[src/hdl/occupancy_grid_point_update_top_assert.svh]
// Assertion macros for the occupancy grid point update block.
`ifndef OCCUPANCY_GRID_POINT_UPDATE_TOP_ASSERT_SVH
`define OCCUPANCY_GRID_POINT_UPDATE_TOP_ASSERT_SVH

// Property that must hold at every clock edge out of reset.
`define OGPU_CHECK(lbl, prop, msg) \
    lbl: assert property (@(posedge i_clk) disable iff (!i_rst_n) (prop)) \
        else $error(msg);

// Implication checked at every clock edge out of reset.
`define OGPU_CHECK_IMP(lbl, ante, cons, msg) \
    lbl: assert property (@(posedge i_clk) disable iff (!i_rst_n) (ante) |-> (cons)) \
        else $error(msg);

`endif

[src/hdl/ogpu_pkg.sv]
// Shared types, codes and the height exp table of the occupancy grid point update block.
package ogpu_pkg;

    localparam int COORD_W = 24;
    localparam int CSIZE_W = 16;
    localparam int CFG_W   = 24;
    localparam int Q16_W   = 17;

    localparam logic [1:0] CMD_POINT  = 2'd0;
    localparam logic [1:0] CMD_END    = 2'd1;
    localparam logic [1:0] CMD_READ   = 2'd2;
    localparam logic [1:0] CMD_UNUSED = 2'd3;

    localparam logic [2:0] ST_UPDATED = 3'd0;
    localparam logic [2:0] ST_CLIPPED = 3'd1;
    localparam logic [2:0] ST_OUTSIDE = 3'd2;
    localparam logic [2:0] ST_IGNORED = 3'd3;
    localparam logic [2:0] ST_DONE    = 3'd4;

    localparam logic [2:0] CFG_CELL_SIZE = 3'd0;
    localparam logic [2:0] CFG_CLIP_MIN  = 3'd1;
    localparam logic [2:0] CFG_CLIP_MAX  = 3'd2;
    localparam logic [2:0] CFG_NRM_WGT   = 3'd3;
    localparam logic [2:0] CFG_SCORE_THR = 3'd4;
    localparam logic [2:0] CFG_OCC_THR   = 3'd5;
    localparam logic [2:0] CFG_ACC_MODE  = 3'd6;

    localparam logic signed [7:0] VAL_UNSEEN = -8'sd1;
    localparam logic signed [7:0] VAL_FREE   = 8'sd0;
    localparam logic signed [7:0] VAL_OCC    = 8'sd100;

    localparam logic [16:0] Q16_ONE = 17'd65536;
    localparam logic [65:0] EXP_STEP_Q32 = 66'd4162825044;

    typedef logic [16:0] t_exp_tab [256];

    // exp(-i/32) in Q1.16, built by the fixed-point recurrence
    function automatic t_exp_tab exp_tab_build();
        t_exp_tab   tab;
        logic [65:0] e;
        e = 66'd1 << 32;
        for (int i = 0; i < 256; i++) begin
            tab[i] = 17'((e + 66'd32768) >> 16);
            e = (e * EXP_STEP_Q32 + (66'd1 << 31)) >> 32;
        end
        return tab;
    endfunction

    localparam t_exp_tab EXP_TAB = exp_tab_build();

endpackage

[src/hdl/ogpu_div.sv]
// Bit-serial restoring divider: 24-bit magnitude by 16-bit cell size, one bit per cycle.
module ogpu_div
    import ogpu_pkg::*;
(
    input  logic               i_clk,
    input  logic               i_rst_n,
    input  logic               i_start,
    input  logic [COORD_W-1:0] i_dividend,
    input  logic [CSIZE_W-1:0] i_divisor,
    output logic               o_done,
    output logic [COORD_W-1:0] o_quot
);

    localparam int CNT_W = $clog2(COORD_W);

    logic               r_busy;
    logic               r_done;
    logic [CNT_W-1:0]   r_cnt;
    logic [COORD_W-1:0] r_q;
    logic [CSIZE_W-1:0] r_rem;
    logic [CSIZE_W-1:0] r_dvs;

    logic [CSIZE_W:0]   n_trial;
    logic               n_ge;
    logic [CSIZE_W:0]   n_rem;

    always_comb begin
        n_trial = {r_rem, r_q[COORD_W-1]};
        n_ge    = n_trial >= {1'b0, r_dvs};
        n_rem   = n_ge ? n_trial - {1'b0, r_dvs} : n_trial;
    end

    always_ff @(posedge i_clk) begin
        if (!i_rst_n) begin
            r_busy <= 1'b0;
            r_done <= 1'b0;
            r_cnt  <= '0;
        end else begin
            r_done <= 1'b0;
            if (i_start) begin
                r_busy <= 1'b1;
                r_cnt  <= '0;
            end else if (r_busy) begin
                r_cnt <= r_cnt + 1'b1;
                if (r_cnt == CNT_W'(COORD_W - 1)) begin
                    r_busy <= 1'b0;
                    r_done <= 1'b1;
                end
            end
        end
    end

    always_ff @(posedge i_clk) begin
        if (i_start) begin
            r_q   <= i_dividend;
            r_rem <= '0;
            r_dvs <= i_divisor;
        end else if (r_busy) begin
            r_q   <= {r_q[COORD_W-2:0], n_ge};
            r_rem <= n_rem[CSIZE_W-1:0];
        end
    end

    assign o_done = r_done;
    assign o_quot = r_q;

endmodule

[config.mk]
export PLATFORM = sky130hd
export DESIGN_NAME = ogpu_div
export DESIGN_NICKNAME = d
export VERILOG_FILES = /design/src/hdl/occupancy_grid_point_update_top_assert.svh /design/src/hdl/ogpu_pkg.sv /design/src/hdl/ogpu_div.sv
export SDC_FILE = /design/constraint.sdc
export NUM_CORES = 1
export LEC_CHECK = 0
export BUFFER_PORTS_ARGS = -buffer_cell sky130_fd_sc_hd__buf_2
export CORE_UTILIZATION = 40
export CTS_BUF_LIST = sky130_fd_sc_hd__clkbuf_2 sky130_fd_sc_hd__clkbuf_4 sky130_fd_sc_hd__clkbuf_8
export DETAILED_ROUTE_END_ITERATION = 10
export MAX_ROUTING_LAYER = met4
export SYNTH_ARGS = -nofsm -noshare
export SYNTH_HDL_FRONTEND = slang
export SYNTH_SLANG_ARGS = --single-unit
export TNS_END_PERCENT = 1
[constraint.sdc]
create_clock -name i_clk -period 2.7 [get_ports i_clk]
set_clock_uncertainty 0.15 [all_clocks]
set_input_delay 0.135 -clock i_clk [delete_from_list [all_inputs] [get_ports i_clk]]
set_output_delay 0.135 -clock i_clk [all_outputs]
set_load 0.05 [all_outputs]
After elaboration in Yosys (flattened, before gate mapping) --
Index checks and enable logic that the tools add are counted.
Operators by class: bitwise operators 2, eq/ne operators 1, magnitude comparators 1, add/sub/neg operators 2, reductions and logical operators 3, multiplexer cells 7
Operators by type and width (count):
- $mux 24 | 2
- $ge 17x16->1 | 1
- $mux 16 | 1
- $sub 16x16->16 | 1
- $add 5x1->5 const B | 1
- $eq 5x5->1 const B | 1
- $mux 1 | 4
- $reduce_or 3->1 | 1
- $not 1->1 | 2
- $reduce_bool 2->1 | 1
- $reduce_or 2->1 | 1
Storage, ports and cells: register bits after elaboration 63, input bits 43

Logic depth before layout (Yosys ltp) --
Gate-level depths: netlist of the first run.
word-level depth 4, gate-level depth with buffers 11

Least setup slack after synthesis of the first run --
OpenSTA, ideal clock, no wires.
path type reg2reg, from register r_q[23] (netlist: o_quot[23]), to register r_rem[12], data arrival time 2.595 ns, stages on the path, launching flop included 11, required time 2.488 ns, setup slack -0.107 ns, cell sequence edfxtp_1 inv_1 ha_1 fa_1 nand2b_1 a21oi_1 o211ai_1 a21oi_1 nor3_1 or4b_1 nand3_1
On the way: word-level cells in the longest chain between the ends 2, elaborated cells on any way between the ends 3
RTL lines:
- start, declared | line ogpu_div.sv:19 | logic [COORD_W-1:0] r_q;
- start signal, assigned | line ogpu_div.sv:55 | r_q <= i_dividend;
- start signal, assigned | line ogpu_div.sv:59 | r_q <= {r_q[COORD_W-2:0], n_ge};
- $sub 16x16->16 or $ge 17x16->1 (tied branches) | line ogpu_div.sv:30, ogpu_div.sv:29
- $mux 16 (*) | line ogpu_div.sv:30 | n_rem = n_ge ? n_trial - {1'b0, r_dvs} : n_trial;
- end signal, assigned | line ogpu_div.sv:60 | r_rem <= n_rem[CSIZE_W-1:0];
- end, declared | line ogpu_div.sv:20 | logic [CSIZE_W-1:0] r_rem;
Every way passes the cells marked *; elsewhere a longest branch is shown, timed or not. A chain may end at the register's enable or synchronous reset.

Final worst setup path of the first run --
from register r_dvs[8], to register r_q[0] (netlist: o_quot[0]), data pin
On the way: word-level cells in the longest chain between the ends 3
RTL lines:
- start, declared | line ogpu_div.sv:21 | logic [CSIZE_W-1:0] r_dvs;
- start signal, assigned | line ogpu_div.sv:57 | r_dvs <= i_divisor;
- $ge 17x16->1 | line ogpu_div.sv:29 | n_ge = n_trial >= {1'b0, r_dvs};
- $mux 24 | line ogpu_div.sv:58 | end else if (r_busy) begin
- $mux 24 | line ogpu_div.sv:54 | if (i_start) begin
Every way passes these cells. The select of a mux whose other input is x is not followed.

==> flow_summary.toml, run 1 <==
[finish]
num-nets-final = 485
drive_above_1_share = 0.312
diodes = 0
syn2layout_area_growth_pct = 34.0

[global_route]
grt_antenna_before_repair = 0
track_usage = 0.191
grt-ovfl-total = 0
grt_pass1_vias = 2696
grt_first_pass_wirelength_mm = 12.3
grt_max_degree = 25

[setup_path]
critPathBufInv = 1
slowest_stage = "edfxtp_1"
crit_family = "compound AO/OA/AOI/OAI gates"
start_kind = "flip-flop"
arrival_ns = 2.50
required_ns = 2.65
path_max_fanout = 13
worstSetupPathType = "flip-flop to flip-flop"
crit_chain = "inv_1 -> ha_2 -> a21oi_1 -> o21ai_0 -> a31oi_1 -> o221ai_4 -> a21o_4 -> mux2_2"
slowest_delay_ns = 0.36
endpoint_kind = "flip-flop"

[synth]
synth_ff_type = "edfxtp_1"
async_reset_ff_frac = 0
synth-edff-count = 40
syn_nets = 366
synthDistinctLibCells = 49
yosys.area.top_type_share = 0.356
yosysTopAreaCell = "edfxtp_1"
synthCells = 305
ys_top_cells_by_area = "edfxtp_1, dfxtp_1, mux2_2"
synth_seq_cells = 63
yosysSeqAreaShare = 0.492
yosys_warnings = 0
synth.avg_cell_area_um2 = 11.1
syn_area_mm2 = 0.00338

[clocking]
post_cts_buffers = 0
cts.sinks = 63
path_clk_slew_ns = 0.08
cts_tree = "built"
htreeDepth = 3
clk_latency_ns = 0.35
cts.root.buffer_cell = "clkbuf_8"
cts.path.max_buffers = 2
cts_buffers = 9

[pwr]
power_uw = 2750
powerDensity_mw_per_mm2 = 608
swShare = 0.316
p_int_uw = 1880
p_leak_uw = 0.00190
combPwrFrac = 0.277
power_frac_clock = 0.299
ir_drop_v = 0.000333
p_switching_uw = 869
power.share.sequential = 0.423

[drt]
wl_met3_um = 341
ant_nets = 0
drtIter0Drc = 113
wl_met2_mm = 3.57
top_layer = "met4"
num_vias = 2687
drt_wl_total_mm = 7.42
drc_errors = 0
viasPerCell = 5.03
drt_pre_antenna_iters = 4
met1_length_mm = 3.38
wl_per_cell_um = 13.9

[timing]
finalHoldViolCount = 0
rsz0062_at_grt = "false"
period_share = 0.947
setup_ws_ns = 0.143
drv_slew = 0
tns_ns = 0
whs_ns = 0.130
fmax_mhz = 391
max_slew_margin = 0.623
finalCriticalPeriod_ns = 2.56
worstMarginPinSlew_ns = 0.566
setup_viol = 0

[run_status]
outcome = "completed"

[hold_path]
hp-class = "input port to flip-flop"

[floorplan]
core-area_mm2 = 0.00818
pin_count = 68
start_util = 0.413
die-area_mm2 = 0.00882
rows = 33
die_w_um = 93.9
die_h_um = 93.9

[placement]
port_buffers = 67
post-place-ws_ns = 0.0264
hpwl_mm = 5.07
place.gp.congestion = 0.866

[run]
maxCapViolCount = 0
path summary, 6_finish.rpt:
kind	start	to	slack, ns	cells after the start
worst min-delay path	i_start	r_dvs[15]	0.13	1
worst max register to register	r_dvs[8]	o_quot[0]	0.14	8
worst max-delay path	r_dvs[8]	o_quot[0]	0.14	8
worst min register to register	r_rem[5]	r_rem[5]	0.35	2
placed cells by master (no fill, tap or decap), types with 3 or more instances in the layout:
| cell | instances |
|---|---|
| dfxtp_1 | 23 |
| buf_4 | 14 |
| inv_1 | 22 |
| mux2_2 | 24 |
| mux2i_1 | 10 |
| nor2_1 | 26 |
| nand4_1 | 3 |
| clkbuf_8 | 9 |
| nand2b_1 | 6 |
| ha_1 | 16 |
| o21a_1 | 3 |
| a21oi_1 | 18 |
| nand4b_1 | 3 |
| xnor2_1 | 7 |
| edfxtp_1 | 40 |
| o21ai_0 | 6 |
| dlygate4sd3_1 | 41 |
| buf_2 | 67 |
| nand2_1 | 18 |
| nor3_1 | 3 |
| a211oi_1 | 10 |
| nand3_1 | 3 |
| a311oi_1 | 3 |
| xor2_1 | 8 |
| a21o_1 | 3 |
final cells by class:
| cell class | count | area (um^2) |
|---|---|---|
| clock inverter | 5 | 58.8 |
| inverter | 22 | 82.6 |
| fill | 738 | 3650 |
| sequential | 63 | 1660 |
| tap | 105 | 131 |
| clock buffer | 11 | 139 |
| multi-input combinational | 206 | 1600 |
| timing repair buffer | 122 | 851 |
synth_stat cells, drive strengths merged (7+ instances only):
| cell type | n |
|---|---|
| o21ai | 7 |
| xnor2 | 7 |
| buf | 7 |
| mux2 | 24 |
| xor2 | 8 |
| a211oi | 11 |
| ha | 17 |
| mux2i | 10 |
| nand2 | 19 |
| edfxtp | 40 |
| dfxtp | 23 |
| nor2 | 26 |
| inv | 22 |
| nand2b | 7 |
| clkbuf | 7 |
| a21oi | 20 |
stage by stage:
step	util	cell area, um^2	instances
after global placement	0.476	3890	477
after global routing	0.554	4530	534
final	0.554	4530	534
after detailed placement	0.476	3890	477
after floorplan	-	3390	305
after CTS	0.551	4500	534
power groups by stage:
stage	Clock (uW)	Sequential, uW	Combinational, uW
3_5_place_dp	0	1180	701
4_1_cts	843	1170	752
6_report	824	1160	763
3_3_place_gp	0	1180	694
2_1_floorplan	0	1320	397
5_1_grt	890	1180	831
metal layers:
| metal | up-vias | GRT usage |
|---|---|---|
| li1 | 1354 | - |
| met1 | 1247 | 0.223 |
| met2 | 72 | 0.308 |
| met3 | 14 | 0.0510 |
| met4 | 0 | 0.0846 |
| met5 | - | - |
registers in the layout, indices dropped and copies added, names as in the netlist:
signal	count
o_quot	24
r_dvs	16
r_rem	16
r_cnt	5
o_done	1
r_busy	1
cell families after synthesis:
| family | count (synthesis) | share of synthesized area |
|---|---|---|
| AO/OA/AOI/OAI | 64 | 0.128 |
| XOR/XNOR | 15 | 0.0389 |
| adder cells (fa/ha/maj) | 18 | 0.0689 |
| buffers and inverters | 36 | 0.0478 |
| flip-flops | 63 | 0.492 |
| multiplexers | 34 | 0.110 |
| AND/OR/NAND/NOR | 75 | 0.115 |
repair_timing:
action,4_1_cts,5_1_grt
endpoints found under the hold margin,41,0
cloned,0,0
endpoints found under the setup margin,1,4
hold buffers,41,0
resized for setup,1,5
(Power assumes the default switching activity.)
==> run 2, diff against run 1 <==
clock period = 2.6 ns   (was 2.7 ns; I/O delays follow)
==> run 2 against run 1 <==
Net effect:
- sequential share of layout area shrank 0.61 points
- sequential cell count is the same
- die area is the same
- global-route usage shrank 0.11 points
- non-clock buffer count grew 6
- final area grew 1.7%
- first-iteration DRC count shrank 13%
- critical path depth is the same
- worst setup slack lost 0.019 ns
- core utilization grew 0.93 points
- combinational power grew 7.1%
- via count grew 0.30%
- largest cell class unchanged
- highest routed layer unchanged
==> flow_summary.toml, run 2 (synthesis results as in run 1) <==
[drt]
num_vias = 2695
drt_wl_total_mm = 7.42
drc_errors = 0
ant_nets = 0
drt_pre_antenna_iters = 4
wl_per_cell_um = 13.7
drtIter0Drc = 98
viasPerCell = 4.99

[global_route]
grt_pass1_vias = 2710
grt_antenna_before_repair = 0
grt_first_pass_wirelength_mm = 12.4
track_usage = 0.190
grt_max_degree = 25
grt-ovfl-total = 0

[timing]
period_share = 0.952
drv_slew = 0
max_slew_margin = 0.619
finalHoldViolCount = 0
setup_viol = 0
finalCriticalPeriod_ns = 2.48
worstMarginPinSlew_ns = 0.572
tns_ns = 0
fmax_mhz = 404
rsz0062_at_grt = "true"
whs_ns = 0.342

[finish]
diodes = 0
drive_above_1_share = 0.329
layout_commonest_cell = "buf_2"
final_cells = 540
final_area_mm2 = 0.00460
final_core_util = 0.563
num-nets-final = 491
largest_register_ffs = 24
final_cell_mix = "buf_2, dlygate4sd3_1, edfxtp_1, nor2_1, mux2_2"
syn2layout_area_growth_pct = 36.3

[setup_path]
arrival_ns = 2.57
start_kind = "flip-flop"
worstSetupPathType = "flip-flop to flip-flop"
required_ns = 2.70
endpoint_kind = "flip-flop"
path_max_fanout = 7

[placement]
place.gp.congestion = 0.884
hpwl_mm = 5.04
placedCellCount = 480
place_area_mm2 = 0.00394
port_buffers = 67

[pwr]
swShare = 0.319
power.share.sequential = 0.423
p_int_uw = 1960
p_leak_uw = 0.00192
ir_drop_v = 0.000370
p_switching_uw = 918
powerDensity_mw_per_mm2 = 625
combPwrFrac = 0.284
power_frac_clock = 0.293

[run]
maxCapViolCount = 0

[clocking]
clk_latency_ns = 0.35
path_clk_slew_ns = 0.07
cts.root.buffer_cell = "clkbuf_8"
cts.sinks = 63
cts_tree = "built"
cts.path.max_buffers = 2
htreeDepth = 3
cts_buffers = 9

[floorplan]
core-area_mm2 = 0.00818
rows = 33
pin_count = 68
die_w_um = 93.9
die_h_um = 93.9
die-area_mm2 = 0.00882
start_util = 0.413

[hold_path]
hp-class = "input port to flip-flop"

[run_status]
outcome = "completed"
==> run 2: cell type report <==
cell class                 instances  area (um^2)
timing repair buffer             128          898
clock buffer                      10          131
inverter                          22         82.6
clock inverter                     6         61.3
tap                              105          131
sequential                        63         1660
multi-input combinational        206         1640
fill                             729         3570
==> run 2: power groups by stage <==
stage,clock network [uW],logic (uW),registers (uW)
6_report,843,817,1220
5_1_grt,912,889,1230
4_1_cts,865,802,1210
3_5_place_dp,0,749,1230
3_3_place_gp,0,742,1230
2_1_floorplan,0,426,1370
==> run 2: timing repair <==
| action | in CTS | in global routing |
|---|---|---|
| setup endpoints to repair | 2 | 7 |
| setup buffers | 0 | 2 |
| resized for setup | 1 | 6 |
| hold endpoints to repair | 44 | 0 |
| pin swaps | 0 | 3 |
| hold buffers | 42 | 0 |
==> run 2: stage by stage <==
stage	setup WS, ns	total power [uW]
4_1_cts	0.00337	2880
6_report	0.124	2880
3_3_place_gp	0.0551	1980
2_1_floorplan	-0.0170	1790
3_5_place_dp	-0.0264	1980
5_1_grt	-0.00135	3030
==> run 2: critical path: stages (launching register included) <==
cell	delay, ns
edfxtp_1	0.33
inv_1	0.05
ha_2	0.38
nand4_2	0.12
or3_4	0.41
o221ai_4	0.24
a21oi_4	0.13
or4b_1	0.47
o311ai_0	0.10
==> run 2: final timing paths <==
path / from / endpoint / slack, ns / cells past startpoint
worst min register to register: r_cnt[4] / o_done / 0.35 / 2
worst max register to register: r_dvs[8] / r_rem[1] / 0.12 / 8
worst min-delay path: i_divisor[14] / r_dvs[14] / 0.34 / 2
worst max-delay path: r_dvs[8] / r_rem[1] / 0.12 / 8
==> run 2: metal layers <==
metal | vias up | part of all wire | GRT usage | wire length (um)
met5 | - | 0 | - | 0
met4 | 0 | 0.019 | 0.0590 | 140
met3 | 12 | 0.052 | 0.0574 | 382
met2 | 76 | 0.48 | 0.311 | 3530
met1 | 1245 | 0.45 | 0.223 | 3370
li1 | 1362 | - | - | -
